## config.mk

```make
export PLATFORM = sky130hd
export DESIGN_NAME = nfes_ctrl
export DESIGN_NICKNAME = d
export VERILOG_FILES = /design/src/design/nfes_pkg.sv /design/src/design/nfes_ctrl.sv
export SDC_FILE = /design/constraint.sdc
export NUM_CORES = 1
export LEC_CHECK = 0
export BUFFER_PORTS_ARGS = -buffer_cell sky130_fd_sc_hd__clkbuf_2
export CORE_AREA = 5 5 42 44
export DETAILED_ROUTE_END_ITERATION = 8
export DIE_AREA = 0 0 47 49
export GPL_ROUTABILITY_DRIVEN = 0
export PLACE_DENSITY = 0.69
export SLEW_MARGIN = 30
export SYNTH_ARGS = -nofsm -noshare
export SYNTH_HDL_FRONTEND = slang
export SYNTH_SLANG_ARGS = --single-unit
```

## constraint.sdc

```tcl
create_clock -name clk -period 1.25 [get_ports clk]
set_input_delay 0.25 -clock clk [delete_from_list [all_inputs] [get_ports clk]]
set_output_delay 0.25 -clock clk [all_outputs]
set_load 0.01 [all_outputs]
```

## src/design/nfes_pkg.sv

```systemverilog
// Package for the NOR-flash-like byte store: field widths, function and
// status codes, result kinds and the command/status structs between the
// controller and the datapath. Depends on nothing.
package nfes_pkg;

    localparam int FUNC_W   = 2;
    localparam int OFFSET_W = 12;
    localparam int LENGTH_W = 7;
    localparam int BYTE_W   = 8;
    localparam int STATUS_W = 2;
    localparam int SIZE_W   = 13;
    localparam int CFG_IDX_W = 1;

    localparam logic [FUNC_W-1:0] FUNC_READ  = 2'd0;
    localparam logic [FUNC_W-1:0] FUNC_WRITE = 2'd1;
    localparam logic [FUNC_W-1:0] FUNC_ERASE = 2'd2;

    localparam logic [STATUS_W-1:0] STATUS_OK    = 2'd0;
    localparam logic [STATUS_W-1:0] STATUS_RANGE = 2'd1;
    localparam logic [STATUS_W-1:0] STATUS_FLASH = 2'd2;

    localparam logic [CFG_IDX_W-1:0] CFG_IDX_SIZE  = 1'b0;
    localparam logic [CFG_IDX_W-1:0] CFG_IDX_CHECK = 1'b1;

    localparam logic [SIZE_W-1:0] SIZE_RESET_VAL = 13'd4096;
    localparam logic [BYTE_W-1:0] ERASED_BYTE    = 8'hFF;

    // Kind of result loaded into the output register.
    localparam logic [1:0] OUT_READ  = 2'd0;
    localparam logic [1:0] OUT_OK    = 2'd1;
    localparam logic [1:0] OUT_RANGE = 2'd2;
    localparam logic [1:0] OUT_WRITE = 2'd3;

    typedef struct packed {
        logic       take_item;
        logic       clr_write;
        logic       rd_issue;
        logic       cnt_inc;
        logic       erase_write;
        logic       wr_read_req;
        logic       wr_step;
        logic       wr_start;
        logic       out_load;
        logic [1:0] out_kind;
    } cmd_t;

    typedef struct packed {
        logic [FUNC_W-1:0] func;
        logic              len_zero;
        logic              in_range;
        logic              wr_pending;
        logic              wr_final;
        logic              cnt_last;
        logic              clr_done;
        logic              out_free;
    } sts_t;

endpackage

```

## src/design/nfes_ctrl.sv

```systemverilog
// Controller state machine of the NOR-flash-like byte store.
// Depends on nfes_pkg for the command and status structs and the codes.
module nfes_ctrl (
    input  logic          clk,
    input  logic          rst_n,
    input  logic          in_valid,
    output logic          in_ready,
    input  nfes_pkg::sts_t sts,
    output nfes_pkg::cmd_t cmd
);

    localparam logic [2:0] ST_CLEAR  = 3'd0;
    localparam logic [2:0] ST_IDLE   = 3'd1;
    localparam logic [2:0] ST_DECODE = 3'd2;
    localparam logic [2:0] ST_READ   = 3'd3;
    localparam logic [2:0] ST_RDATA  = 3'd4;
    localparam logic [2:0] ST_ERASE  = 3'd5;
    localparam logic [2:0] ST_WCHECK = 3'd6;
    localparam logic [2:0] ST_RESP   = 3'd7;

    logic [2:0] state_reg;
    logic [2:0] state_next;
    logic [1:0] resp_kind_reg;
    logic [1:0] resp_kind_next;

    assign in_ready = (state_reg == ST_IDLE);

    always_comb
    begin
        cmd            = '0;
        state_next     = state_reg;
        resp_kind_next = resp_kind_reg;
        case (state_reg)
            ST_CLEAR:
            begin
                cmd.clr_write = 1'b1;
                if (sts.clr_done)
                begin
                    state_next = ST_IDLE;
                end
            end
            ST_IDLE:
            begin
                if (in_valid)
                begin
                    cmd.take_item = 1'b1;
                    state_next    = ST_DECODE;
                end
            end
            ST_DECODE:
            begin
                case (sts.func)
                    nfes_pkg::FUNC_READ, nfes_pkg::FUNC_ERASE:
                    begin
                        if (!sts.in_range)
                        begin
                            resp_kind_next = nfes_pkg::OUT_RANGE;
                            state_next     = ST_RESP;
                        end
                        else if (sts.len_zero)
                        begin
                            resp_kind_next = nfes_pkg::OUT_OK;
                            state_next     = ST_RESP;
                        end
                        else if (sts.func == nfes_pkg::FUNC_READ)
                        begin
                            state_next = ST_READ;
                        end
                        else
                        begin
                            state_next = ST_ERASE;
                        end
                    end
                    nfes_pkg::FUNC_WRITE:
                    begin
                        if (sts.wr_pending)
                        begin
                            cmd.wr_read_req = 1'b1;
                            state_next      = ST_WCHECK;
                        end
                        else if (!sts.in_range)
                        begin
                            resp_kind_next = nfes_pkg::OUT_RANGE;
                            state_next     = ST_RESP;
                        end
                        else if (sts.len_zero)
                        begin
                            resp_kind_next = nfes_pkg::OUT_OK;
                            state_next     = ST_RESP;
                        end
                        else
                        begin
                            cmd.wr_start = 1'b1;
                            state_next   = ST_IDLE;
                        end
                    end
                    default:
                    begin
                        state_next = ST_IDLE;
                    end
                endcase
            end
            ST_READ:
            begin
                cmd.rd_issue = 1'b1;
                state_next   = ST_RDATA;
            end
            ST_RDATA:
            begin
                if (sts.out_free)
                begin
                    cmd.out_load = 1'b1;
                    cmd.out_kind = nfes_pkg::OUT_READ;
                    cmd.cnt_inc  = 1'b1;
                    state_next   = sts.cnt_last ? ST_IDLE : ST_READ;
                end
            end
            ST_ERASE:
            begin
                cmd.erase_write = 1'b1;
                if (sts.cnt_last)
                begin
                    resp_kind_next = nfes_pkg::OUT_OK;
                    state_next     = ST_RESP;
                end
            end
            ST_WCHECK:
            begin
                cmd.wr_step = 1'b1;
                if (sts.wr_final)
                begin
                    resp_kind_next = nfes_pkg::OUT_WRITE;
                    state_next     = ST_RESP;
                end
                else
                begin
                    state_next = ST_IDLE;
                end
            end
            ST_RESP:
            begin
                if (sts.out_free)
                begin
                    cmd.out_load = 1'b1;
                    cmd.out_kind = resp_kind_reg;
                    state_next   = ST_IDLE;
                end
            end
            default:
            begin
                state_next = ST_IDLE;
            end
        endcase
    end

    always_ff @(posedge clk or negedge rst_n)
    begin
        if (!rst_n)
        begin
            state_reg     <= ST_CLEAR;
            resp_kind_reg <= nfes_pkg::OUT_OK;
        end
        else
        begin
            state_reg     <= state_next;
            resp_kind_reg <= resp_kind_next;
        end
    end

`ifndef SYNTHESIS
    a_load_needs_room: assert property (@(posedge clk) disable iff (!rst_n)
        cmd.out_load |-> sts.out_free)
        else $error("Result loaded while the output register is still full.");

    a_step_after_read: assert property (@(posedge clk) disable iff (!rst_n)
        cmd.wr_step |-> $past(cmd.wr_read_req))
        else $error("Write step without the stored byte having been read.");

    a_start_only_header: assert property (@(posedge clk) disable iff (!rst_n)
        cmd.wr_start |-> !sts.wr_pending)
        else $error("Write header taken while a write is still pending.");

    a_last_read_ends: assert property (@(posedge clk) disable iff (!rst_n)
        (cmd.out_load && (cmd.out_kind == nfes_pkg::OUT_READ) && sts.cnt_last)
        |=> in_ready)
        else $error("Read did not finish after its final byte.");
`endif

endmodule

```

### Word level (Yosys, flattened, before mapping)

Index checks and enable logic that the tools add are counted.

| word-level totals | value |
|---|---|
| input bits | 12 |
| logic and storage cells | 66 |
| output and inout port bits | 12 |
| bits in registers | 5 |

| operators by class | value |
|---|---|
| multiplexer cells | 41 |
| equality and inequality tests | 17 |
| reduce and logical (&&, ||, !) cells | 6 |

Operator list:

| operator | count |
|---|---|
| 2-to-1 mux 3 bit | 14 |
| case mux 3 bit (8 select lines) | 1 |
| 2-to-1 mux 1 bit | 16 |
| == test 3 bit (second input constant) | 4 |
| 2-to-1 mux 2 bit | 6 |
| != test 2 bit (second input constant) | 6 |
| case mux 3 bit (2 select lines) | 2 |
| AND reduction 5 bit | 2 |
| == test 3 x 2 -> 1 bit (second input constant) | 2 |
| case mux 2 bit (3 select lines) | 1 |
| case mux 2 bit (2 select lines) | 1 |
| == test 3 x 1 -> 1 bit (second input constant) | 1 |
| zero test 3 bit | 1 |
| != test 3 x 1 -> 1 bit (second input constant) | 1 |
| != test 3 bit (second input constant) | 1 |
| nonzero test 3 bit | 1 |
| == test 2 x 1 -> 1 bit (second input constant) | 1 |
| == test 2 bit (second input constant) | 1 |
| zero test 2 bit | 1 |
| OR reduction 2 bit | 1 |

### Logic depth before layout (Yosys ltp)

Gate-level depths: netlist of run 1.

| logic depth | value |
|---|---|
| depth in word-level cells | 6 |
| gate-level depth with buffers | 5 |
| gate-level depth less buffers | 4 |

### Least setup slack after synthesis of run 1

OpenSTA, ideal clock, no wires.

| timing path | value |
|---|---|
| path type | reg2out |
| start | register state_reg[2] |
| end | output port cmd[3] in the netlist's numbering |
| buffers on the path | 0 |
| data required time | 1.000 ns |
| arrival time | 1.283 ns |
| slack | -0.283 ns |
| stages on the path, launching flop included | 3 |
| cell sequence | dfrtp_1 > or3b_4 > nor4_1 |

RTL lines:

| item | line | text |
|---|---|---|
| start: declaration | nfes_ctrl.sv:21 | `logic [2:0] state_reg;` |
| start signal: assignment | nfes_ctrl.sv:165 | `state_reg <= state_next;` |
| end: declaration | nfes_ctrl.sv:9 | `output nfes_pkg::cmd_t cmd` |

==> reports/results.txt, run 1 <==
Max incr delay on CP: 0.44 ns
Required @ worst endpoint: 1.00 ns
Worst setup startpoint: state_reg[0]
CP Cell Sequence: or3b_4, nor4_4, buf_2
Run status: complete, but fails checks
Max Clock Skew: 0.00300 ns
Internal power: 1.27 mW
Synth Net Count: 81
Die H: 49 um
Vias per cell: 5.51
Drt first pass iters: 4
Critical path's slowest cell: or3b_4
Pins Over Slew Limit: 0
CP Capture Type: output pin
Post-DP Area: 767 um^2
Fmax: 604 MHz
Delay-heaviest family, CP: simple AND/OR/NAND/NOR gates
Fin crit period: 1.66 ns
Num CTS Buffers: 3
DR vias: 761
Remaining antenna violation count: 0
Avg Cell Area, Syn: 7.51 um^2
GR Util All Layers: 0.173
Gr ovfl total: 0
Drt total wl: 2320 um
Largest family of logic cells by synthesized area: simple AND/OR/NAND/NOR gates
Io pins: 24
Complex-gate fraction of the synthesized area: 0.343
Worst slew pin tran: 0.345 ns
Part of the power in registers: 0.137
Initial antenna violation count: 0
Post-layout net count: 135
Critical path class: reg -> out
Power share of the combinational group: 0.781
Largest net degree at the start of global routing: 10
FILL cells: 101
Finish-stage setup viols: 17
Count of cell types in the netlist: 32
Simple logic cell fraction of the synthesized area: 0.345
DR iter-0 viols: 11
Gate Count Post-Synth: 69
Switching share of power: 0.415
Crit path launch type: flop
Synth-to-Final Area Change: 111%
Clock power frac: 0.082
Setup_tns: -5.18 ns
Violated checks: negative setup slack
Hold path start: sts[5]
CP Buf/Inv Count: 1
Initial core utilization: 0.370
DPL Wire Length: 1340 um
Worst slack, placed: -0.275 ns
PnR worst setup slack: -0.407 ns
Area of the die: 2300 um^2
Number of global-route vias before repair: 682
Final Hold Vio Count: 0
Mux cell area share after synthesis: 0
Core area: 1400 um^2
Critical path fanouts, max: 4
Critical Path AT: 1.41 ns
CTS root buf: clkbuf_4
Row cnt: 14
Share of layout cells above drive strength 1: 0.680
Post-route design area: 1090 um^2
P_sw: 903 uW
Sequential area share after synthesis: 0.244
Power density cells: 2000 nW/um^2
Final Cycle Share: 1.33
Post-Synth XOR/XNOR Area: 0
RSZ-0062 raised after global routing: true
Clock Tree Buf Depth: 2
CTS H-tree depth: 1
Post-Syn Area: 518 um^2
Clk Latency, worst-skew pair: 0.23 ns
Leak: 0.527 nW
Hold crit path type: in -> reg
Largest register FFs: 3
FF+latch count, synth: 5
Area share of fa/ha/maj cells after synthesis: 0
Finished Layout Cells: 138
Antenna Cells: 0
# placed instances: 120
Syn. warnings: 0
Maximum Capacitance Violations: 0
Relative slew slack: 0.767
Worst-path clk slew: 0.04 ns
Reg2reg start: state_reg[0]
Wire per inst: 16.8 um
CTS tree: yes
DRC: 0
Clk sinks: 5
Global-route wire length before repair: 3070 um
Die width: 47 um
Port Buffers: 23
Worst vdd ir: 1170 uV
metrics by stage:
| stage | util | power, mW | hold slack [ns] |
|---|---|---|---|
| after floorplan | - | 0.895 | -0.0456 |
| after global placement | 0.547 | 1.32 | 0.0724 |
| after detailed placement | 0.547 | 1.33 | 0.0705 |
| after CTS | 0.629 | 1.69 | 0.356 |
| after global routing | 0.779 | 2.33 | 0.388 |
| final | 0.779 | 2.18 | 0.372 |
power groups by stage:
stage                     combinational, mW  sequential [mW]  clock (mW)
final                                  1.70            0.298       0.178
after global placement                 1.04            0.282           0
after floorplan                       0.606            0.289           0
after global routing                   1.82            0.306       0.201
after CTS                              1.22            0.286       0.186
after detailed placement               1.05            0.287           0
path summary, 6_finish.rpt:
path                                    endpoint  slack [ns]  cells after the start
worst max-delay path                      cmd[3]       -0.41                      3
worst min-delay path            resp_kind_reg[0]        0.37                      4
worst max register to register      state_reg[1]       -0.36                      7
worst min register to register  resp_kind_reg[0]        0.49                      2
max in group asynchronous       resp_kind_reg[0]        0.65                      2
min in group asynchronous           state_reg[0]        0.39                      2
layout by cell type, fill, tap and decap left out, types with 2 or more instances in the layout:
cell and instances:
nand2_1 3, buf_4 12, dfrtp_1 4, a21oi_2 2
nor3_2 2, inv_1 5, clkbuf_4 3, and3_4 3
a21oi_1 3, buf_2 8, clkbuf_2 12, nor2_2 2
nand2b_1 4, o21ai_0 6, a2bb2oi_2 2, buf_6 18
nor2_1 4
synth_stat cells:
| cell type | instances | area, um^2 |
|---|---|---|
| o21ai_0 | 8 | 40.0 |
| nor2_1 | 7 | 26.3 |
| inv_1 | 6 | 22.5 |
| a21oi_1 | 5 | 25.0 |
| nand2b_1 | 5 | 31.3 |
| and3_1 | 4 | 25.0 |
| dfrtp_1 | 4 | 100 |
| nand2_1 | 4 | 15.0 |
| clkbuf_1 | 2 | 7.51 |
| nor3_1 | 2 | 10.0 |
| a211o_1 | 1 | 8.76 |
| a221o_2 | 1 | 11.3 |
| a221oi_1 | 1 | 8.76 |
| a22oi_1 | 1 | 7.51 |
| a2bb2oi_1 | 1 | 8.76 |
| a2bb2oi_2 | 1 | 15.0 |
| a311o_2 | 1 | 11.3 |
| a311oi_1 | 1 | 8.76 |
| a32o_1 | 1 | 10.0 |
| and2_1 | 1 | 6.26 |
| and2b_1 | 1 | 7.51 |
| and3b_1 | 1 | 8.76 |
| buf_2 | 1 | 5.00 |
| dfstp_2 | 1 | 26.3 |
| nand3b_1 | 1 | 7.51 |
| nor3_4 | 1 | 16.3 |
| nor3b_1 | 1 | 7.51 |
| nor4_1 | 1 | 6.26 |
| o21bai_1 | 1 | 7.51 |
| o22ai_1 | 1 | 6.26 |
| o2bb2ai_1 | 1 | 8.76 |
| or3b_4 | 1 | 11.3 |
metal layers:
metal,vias to the layer above,global-route usage,part of all wire
met5,-,0,0
met4,0,0.0507,0.015
met3,4,0.0221,0.072
met2,39,0.281,0.51
met1,354,0.232,0.41
li1,364,-,-
cells by family after synthesis:
logic type	count (synthesis)
AND/OR/NAND/NOR	30
AO/OA/AOI/OAI	25
flip-flops	5
buffers and inverters	9
final cells by class:
| cell class | count | area (um^2) | share of cell area |
|---|---|---|---|
| clock buffer | 4 | 26.3 | 0.0241 |
| inverter | 6 | 22.5 | 0.0206 |
| sequential | 5 | 126 | 0.116 |
| tap | 16 | 20.0 | 0.0183 |
| multi-input combinational | 55 | 478 | 0.438 |
| timing repair buffer | 52 | 418 | 0.383 |
worst reg2reg max path, delay by kind of cell, from the launching register on:
kind                   cells  cell delay [ns]
DFF                        1             0.41
AOI/OAI and AO/OA          3             0.44
buffers and inverters      3             0.38
and+or+nand+nor            1             0.23
what timing repair did:
action                     in CTS  in global routing
hold endpoints to repair        4                  0
buffers inserted                5                  8
hold buffers                    1                  0
pin swaps                       7                 14
gates resized for setup        10                 47
setup endpoints to repair      17                 17
Note: power is estimated with default switching activity, not from simulation.
==> inputs of run 2 (changes only) <==
BUFFER_PORTS_ARGS = -buffer_cell sky130_fd_sc_hd__buf_2   (was -buffer_cell sky130_fd_sc_hd__clkbuf_2)
==> reports/results.txt, run 2 (synthesis gave the netlist of run 1 again) <==
Reg2reg start: state_reg[0]
Post-DP Area: 795 um^2 (+3.6%)
Fmax: 603 MHz (about the same)
Initial antenna violation count: 0 (unchanged)
Num CTS Buffers: 3 (unchanged)
Fin crit period: 1.66 ns (+0.000468 ns)
Share of layout cells above drive strength 1: 0.603 (-0.0770)
# placed instances: 122 (+1.7%)
Gr ovfl total: 0 (unchanged)
Largest net degree at the start of global routing: 9 (-1)
GR Util All Layers: 0.161 (-0.0126)
CP Capture Type: output pin
Die width: 47 um (unchanged)
Leak: 0.502 nW (-4.7%)
Max Clock Skew: 0.000590 ns (-0.00241 ns)
RSZ-0062 raised after global routing: true
Synth-to-Final Area Change: 95.9%
Crit path launch type: flop
CTS H-tree depth: 1 (unchanged)
Max incr delay on CP: 0.45 ns (about the same)
Maximum Capacitance Violations: 0 (unchanged)
DR iter-0 viols: 7 (-4)
Critical path fanouts, max: 4 (unchanged)
CP Cell Sequence: or3b_4, nor4_2, buf_2
Port Buffers: 23 (unchanged)
Worst slew pin tran: 0.344 ns (-0.00163 ns)
Worst setup startpoint: state_reg[0]
Clk sinks: 5 (unchanged)
DRC: 0 (unchanged)
Die H: 49 um (unchanged)
Io pins: 24 (unchanged)
Final Hold Vio Count: 0 (unchanged)
CTS tree: yes
Run status: complete, but fails checks
Drt first pass iters: 4 (unchanged)
FF/Latch Area: 128 um^2 (+0.99%)
FILL cells: 121 (+20%)
Largest register FFs: 3 (unchanged)
CP Buf/Inv Count: 1 (unchanged)
Area of the die: 2300 um^2 (unchanged)
Final Cycle Share: 1.33 (about the same)
Critical path's slowest cell: or3b_4
Number of global-route vias before repair: 674 (-1.2%)
Wire per inst: 13.5 um (-20%)
Initial core utilization: 0.370 (unchanged)
Global-route wire length before repair: 2780 um (-9.4%)
Core area: 1400 um^2 (unchanged)
Row cnt: 14 (unchanged)
DR vias: 715 (-6.0%)
Critical path class: reg -> out
Finish-stage setup viols: 17 (unchanged)
Antenna Cells: 0 (unchanged)
Required @ worst endpoint: 1.00 ns (about the same)
Most frequent cells in the layout: buf_2, buf_4, buf_6
Remaining antenna violation count: 0 (unchanged)
Power density cells: 1920 nW/um^2 (-3.8%)
Critical Path AT: 1.41 ns (about the same)
PnR worst setup slack: -0.407 ns (-0.000468 ns)
Violated checks: negative setup slack
Area of the multi-input gates: 433 um^2 (-9.4%)
CTS root buf: clkbuf_4
Vias per cell: 5.22 (-5.4%)
Post-route design area: 1010 um^2 (-7.0%)
Clock Tree Buf Depth: 2 (unchanged)
Finished Layout Cells: 137 (-0.72%)
Commonest non-fill, non-tap cell in the layout: buf_2
Clk Latency, worst-skew pair: 0.23 ns (about the same)
Delay-heaviest family, CP: simple AND/OR/NAND/NOR gates
Hold crit path type: in -> async
DPL Wire Length: 1320 um (-1.9%)
Worst-path clk slew: 0.04 ns (about the same)
Relative slew slack: 0.771 (+0.00352)
Post-layout net count: 134 (-0.74%)
Worst vdd ir: 1200 uV (+2.9%)
Pins Over Slew Limit: 0 (unchanged)
Drt total wl: 1850 um (-21%)
## run 2: cell count changes in the layout (fill, tap and decap cells not counted), sizes merged
cell,change
clkbuf,-12
buf,+11
## run 2: power breakdown
group | internal (mW) | switching [mW] | leakage [nW]
clock network | 0.120 | 0.0594 | 0.0150
logic | 0.813 | 0.647 | 0.427
registers | 0.245 | 0.0621 | 0.0598
## run 2: worst paths after layout
| check | end | slack (ns) | cells past startpoint |
|---|---|---|---|
| worst max-delay path | cmd[3] | -0.41 | 3 |
| worst min-delay path | state_reg[0] | 0.35 | 2 |
| worst max register to register | resp_kind_reg[1] | -0.30 | 6 |
| worst min register to register | resp_kind_reg[0] | 0.48 | 2 |
| max in group asynchronous | resp_kind_reg[0] | 0.69 | 2 |
| min in group clk | state_reg[0] | 0.38 | 4 |
## run 2: cell type report
type	instances	area share
Clock buffer	4	0.0259
Multi-Input combinational cell	55	0.427
Inverter	6	0.0222
Tap cell	16	0.0197
Sequential cell	5	0.126
Timing Repair Buffer	51	0.380
## run 2: stage by stage
stage	util	setup WS [ns]	total power [mW]	setup TNS (ns)	hold WS, ns
final	0.724	-0.407	1.95	-4.87	0.350
after floorplan	-	-0.190	0.895	-0.999	-0.0456
after CTS	0.674	-0.371	1.78	-4.32	0.349
after global routing	0.724	-0.464	2.09	-5.93	0.386
after detailed placement	0.567	-0.251	1.37	-2.05	0.0648
after global placement	0.567	-0.252	1.35	-1.75	0.0629
## run 2: timing repair
item                       CTS  global route
setup endpoints to repair   17            17
hold buffers                 1             0
hold endpoints to repair     4             0
buffers inserted             9             2
gates resized for setup     10            16
pin swaps                    7             5
## run 2: worst register-to-register path: stages (launching register included)
cell       delay (ns)
dfrtp_1          0.41
buf_6            0.13
and2b_1          0.20
buf_4            0.12
o21ai_0          0.07
a221o_2          0.36
o2bb2ai_1        0.14
## run 2: routing by layer
layer  part of all wire  global-route usage  up-vias  routed length [um]
met2               0.53               0.265       24                 972
met4                  0              0.0553        0                   0
met3              0.052              0.0185        0                  96
li1                   -                   -      357                   -
met5                  0                   0        -                   0
met1               0.42               0.208      334                 777
==> inputs of run 3 (changes only) <==
PLACE_DENSITY = 0.67   (was 0.69)
RECOVER_POWER = 50   (was default)
clock period = 2.1 ns   (was 1.25 ns; I/O delays follow)
==> reports/results.txt, run 3 (synthesis gave the netlist of run 1 again) <==
Remaining antenna violation count: 0 (unchanged)
Area of the die: 2300 um^2 (unchanged)
Vias per cell: 5.30 (+1.6%)
DR iter-0 viols: 7 (unchanged)
Critical path class: reg -> out
DPL Wire Length: 1100 um (-16%)
Clk Latency, worst-skew pair: 0.24 ns (about the same)
Reg2reg start: state_reg[0]
Antenna Cells: 0 (unchanged)
FILL cells: 144 (+19%)
CTS tree: yes
CP Cell Sequence: or3b_4, nor3_4, buf_2
Post_cts resized: 0 (-10)
Port Buffers: 23 (unchanged)
Number of global-route vias before repair: 491 (-27%)
Run status: finished clean
Fin crit period: 1.89 ns
Share of layout cells above drive strength 1: 0.330 (-0.273)
Power density cells: 1120 nW/um^2 (-42%)
Worst-path clk slew: 0.04 ns (about the same)
Most frequent cells in the layout: buf_2, o21ai_0, nor2_1
Row cnt: 14 (unchanged)
Final Cycle Share: 0.900
Post-layout net count: 110 (-18%)
Io pins: 24 (unchanged)
CP Buf/Inv Count: 1 (unchanged)
Die width: 47 um (unchanged)
R2R Path End: resp_kind_reg[0]
Final Hold Vio Count: 0 (unchanged)
CTS Hold Bufs: 1 (unchanged)
Required @ worst endpoint: 1.68 ns (+0.68 ns)
DRC: 0 (unchanged)
Initial core utilization: 0.370 (unchanged)
CP Capture Type: output pin
Die H: 49 um (unchanged)
Clk sinks: 5 (unchanged)
Global-route wire length before repair: 2250 um (-19%)
Max Clock Skew: 0.00513 ns (+0.00454 ns)
Finish-stage setup viols: 0 (-17)
Wire per inst: 12.6 um (-6.4%)
Maximum Capacitance Violations: 0 (unchanged)
Worst slew pin tran: 0.258 ns (-0.0859 ns)
Largest register FFs: 3 (unchanged)
Crit path launch type: flop
Reg2reg setup slack: 0.47 ns (+0.77 ns)
Leak: 0.355 nW (-29%)
Drt first pass iters: 4 (unchanged)
Worst vdd ir: 554 uV (-54%)
Num CTS Buffers: 3 (unchanged)
Max incr delay on CP: 0.43 ns (-0.02 ns)
Relative slew slack: 0.828 (+0.0573)
# placed instances: 108 (-11%)
Synth-to-Final Area Change: 33.3%
CTS root buf: clkbuf_4
RSZ-0062 raised after global routing: false
Post-CTS setup buffers: 0 (-9)
Finished Layout Cells: 113 (-18%)
Hold path start: resp_kind_reg[0]
Drt total wl: 1420 um (-23%)
Clock Tree Buf Depth: 2 (unchanged)
Gr ovfl total: 0 (unchanged)
Largest net degree at the start of global routing: 16 (+7)
FF-to-FF path depth: 5 (-1)
Pins Over Slew Limit: 0 (unchanged)
Delay-heaviest family, CP: simple AND/OR/NAND/NOR gates
Critical path's slowest cell: or3b_4
CTS H-tree depth: 1 (unchanged)
Fmax: 529 MHz
Worst Hold Path EP: resp_kind_reg[0]
Worst hold path depth: 2
Critical Path AT: 1.47 ns (+0.06 ns)
Initial antenna violation count: 0 (unchanged)
Critical path fanouts, max: 4 (unchanged)
GR Util All Layers: 0.134 (-0.0270)
Setup_tns: 0 ns (+4.87 ns)
Commonest non-fill, non-tap cell in the layout: buf_2
DR vias: 599 (-16%)
Hold crit path type: reg -> reg
Core area: 1400 um^2 (unchanged)
-- run 3: cell count changes in the layout (fill, tap and decap cells not counted), sizes merged --
cell    previous run  this run
buf               50        24
clkbuf             4         6
-- run 3: worst max path at each step --
stage | startpoint | to | cells past startpoint
CTS | state_reg[2] | cmd[5] | 3
global placement | state_reg[2] | cmd[3] | 3
detailed placement | state_reg[2] | cmd[5] | 3
floorplan | state_reg[2] | cmd[3] | 2
global route | state_reg[2] | cmd[3] | 3
finish | state_reg[2] | cmd[5] | 3
-- run 3: layout make-up --
cell class              count  area (um^2)  area share
multi-input cells          55          350       0.507
repair buffers             27          145       0.210
flip-flops and latches      5          126       0.183
clock buffers               4         26.3      0.0380
inverters                   6         22.5      0.0326
well taps                  16         20.0      0.0290
-- run 3: report_power, final --
part,switching (mW),internal [mW]
Combinational,0.282,0.217
Sequential,0.0200,0.144
Clock,0.0381,0.0717
Total,0.340,0.433
-- run 3: worst register-to-register path, delay by kind of cell, from the launching register on --
family | cells | cell delay [ns]
and+or+nand+nor | 1 | 0.30
buffers and inverters | 1 | 0.19
AOI/OAI and AO/OA | 3 | 0.68
DFF | 1 | 0.38
-- run 3: per-layer routing --
metal  part of all wire  global-route usage  routed length, um  vias to the layer above
li1                   -                   -                  -                      309
met1               0.46               0.196                657                      273
met5                  0                   0                  0                        -
met2               0.46               0.181                651                       17
met3              0.081              0.0554                116                        0
met4                  0              0.0276                  0                        0
-- run 3: metrics by stage --
| step | util | area [um^2] | hold slack [ns] | setup slack, ns | power (mW) |
|---|---|---|---|---|---|
| floorplan | - | 518 | 0.124 | 0.397 | 0.520 |
| global placement | 0.473 | 663 | 0.234 | 0.485 | 0.668 |
| detailed placement | 0.473 | 663 | 0.235 | 0.474 | 0.674 |
| CTS | 0.499 | 699 | 0.467 | 0.204 | 0.790 |
| global route | 0.493 | 691 | 0.499 | 0.0884 | 0.846 |
| finish | 0.493 | 691 | 0.471 | 0.209 | 0.773 |
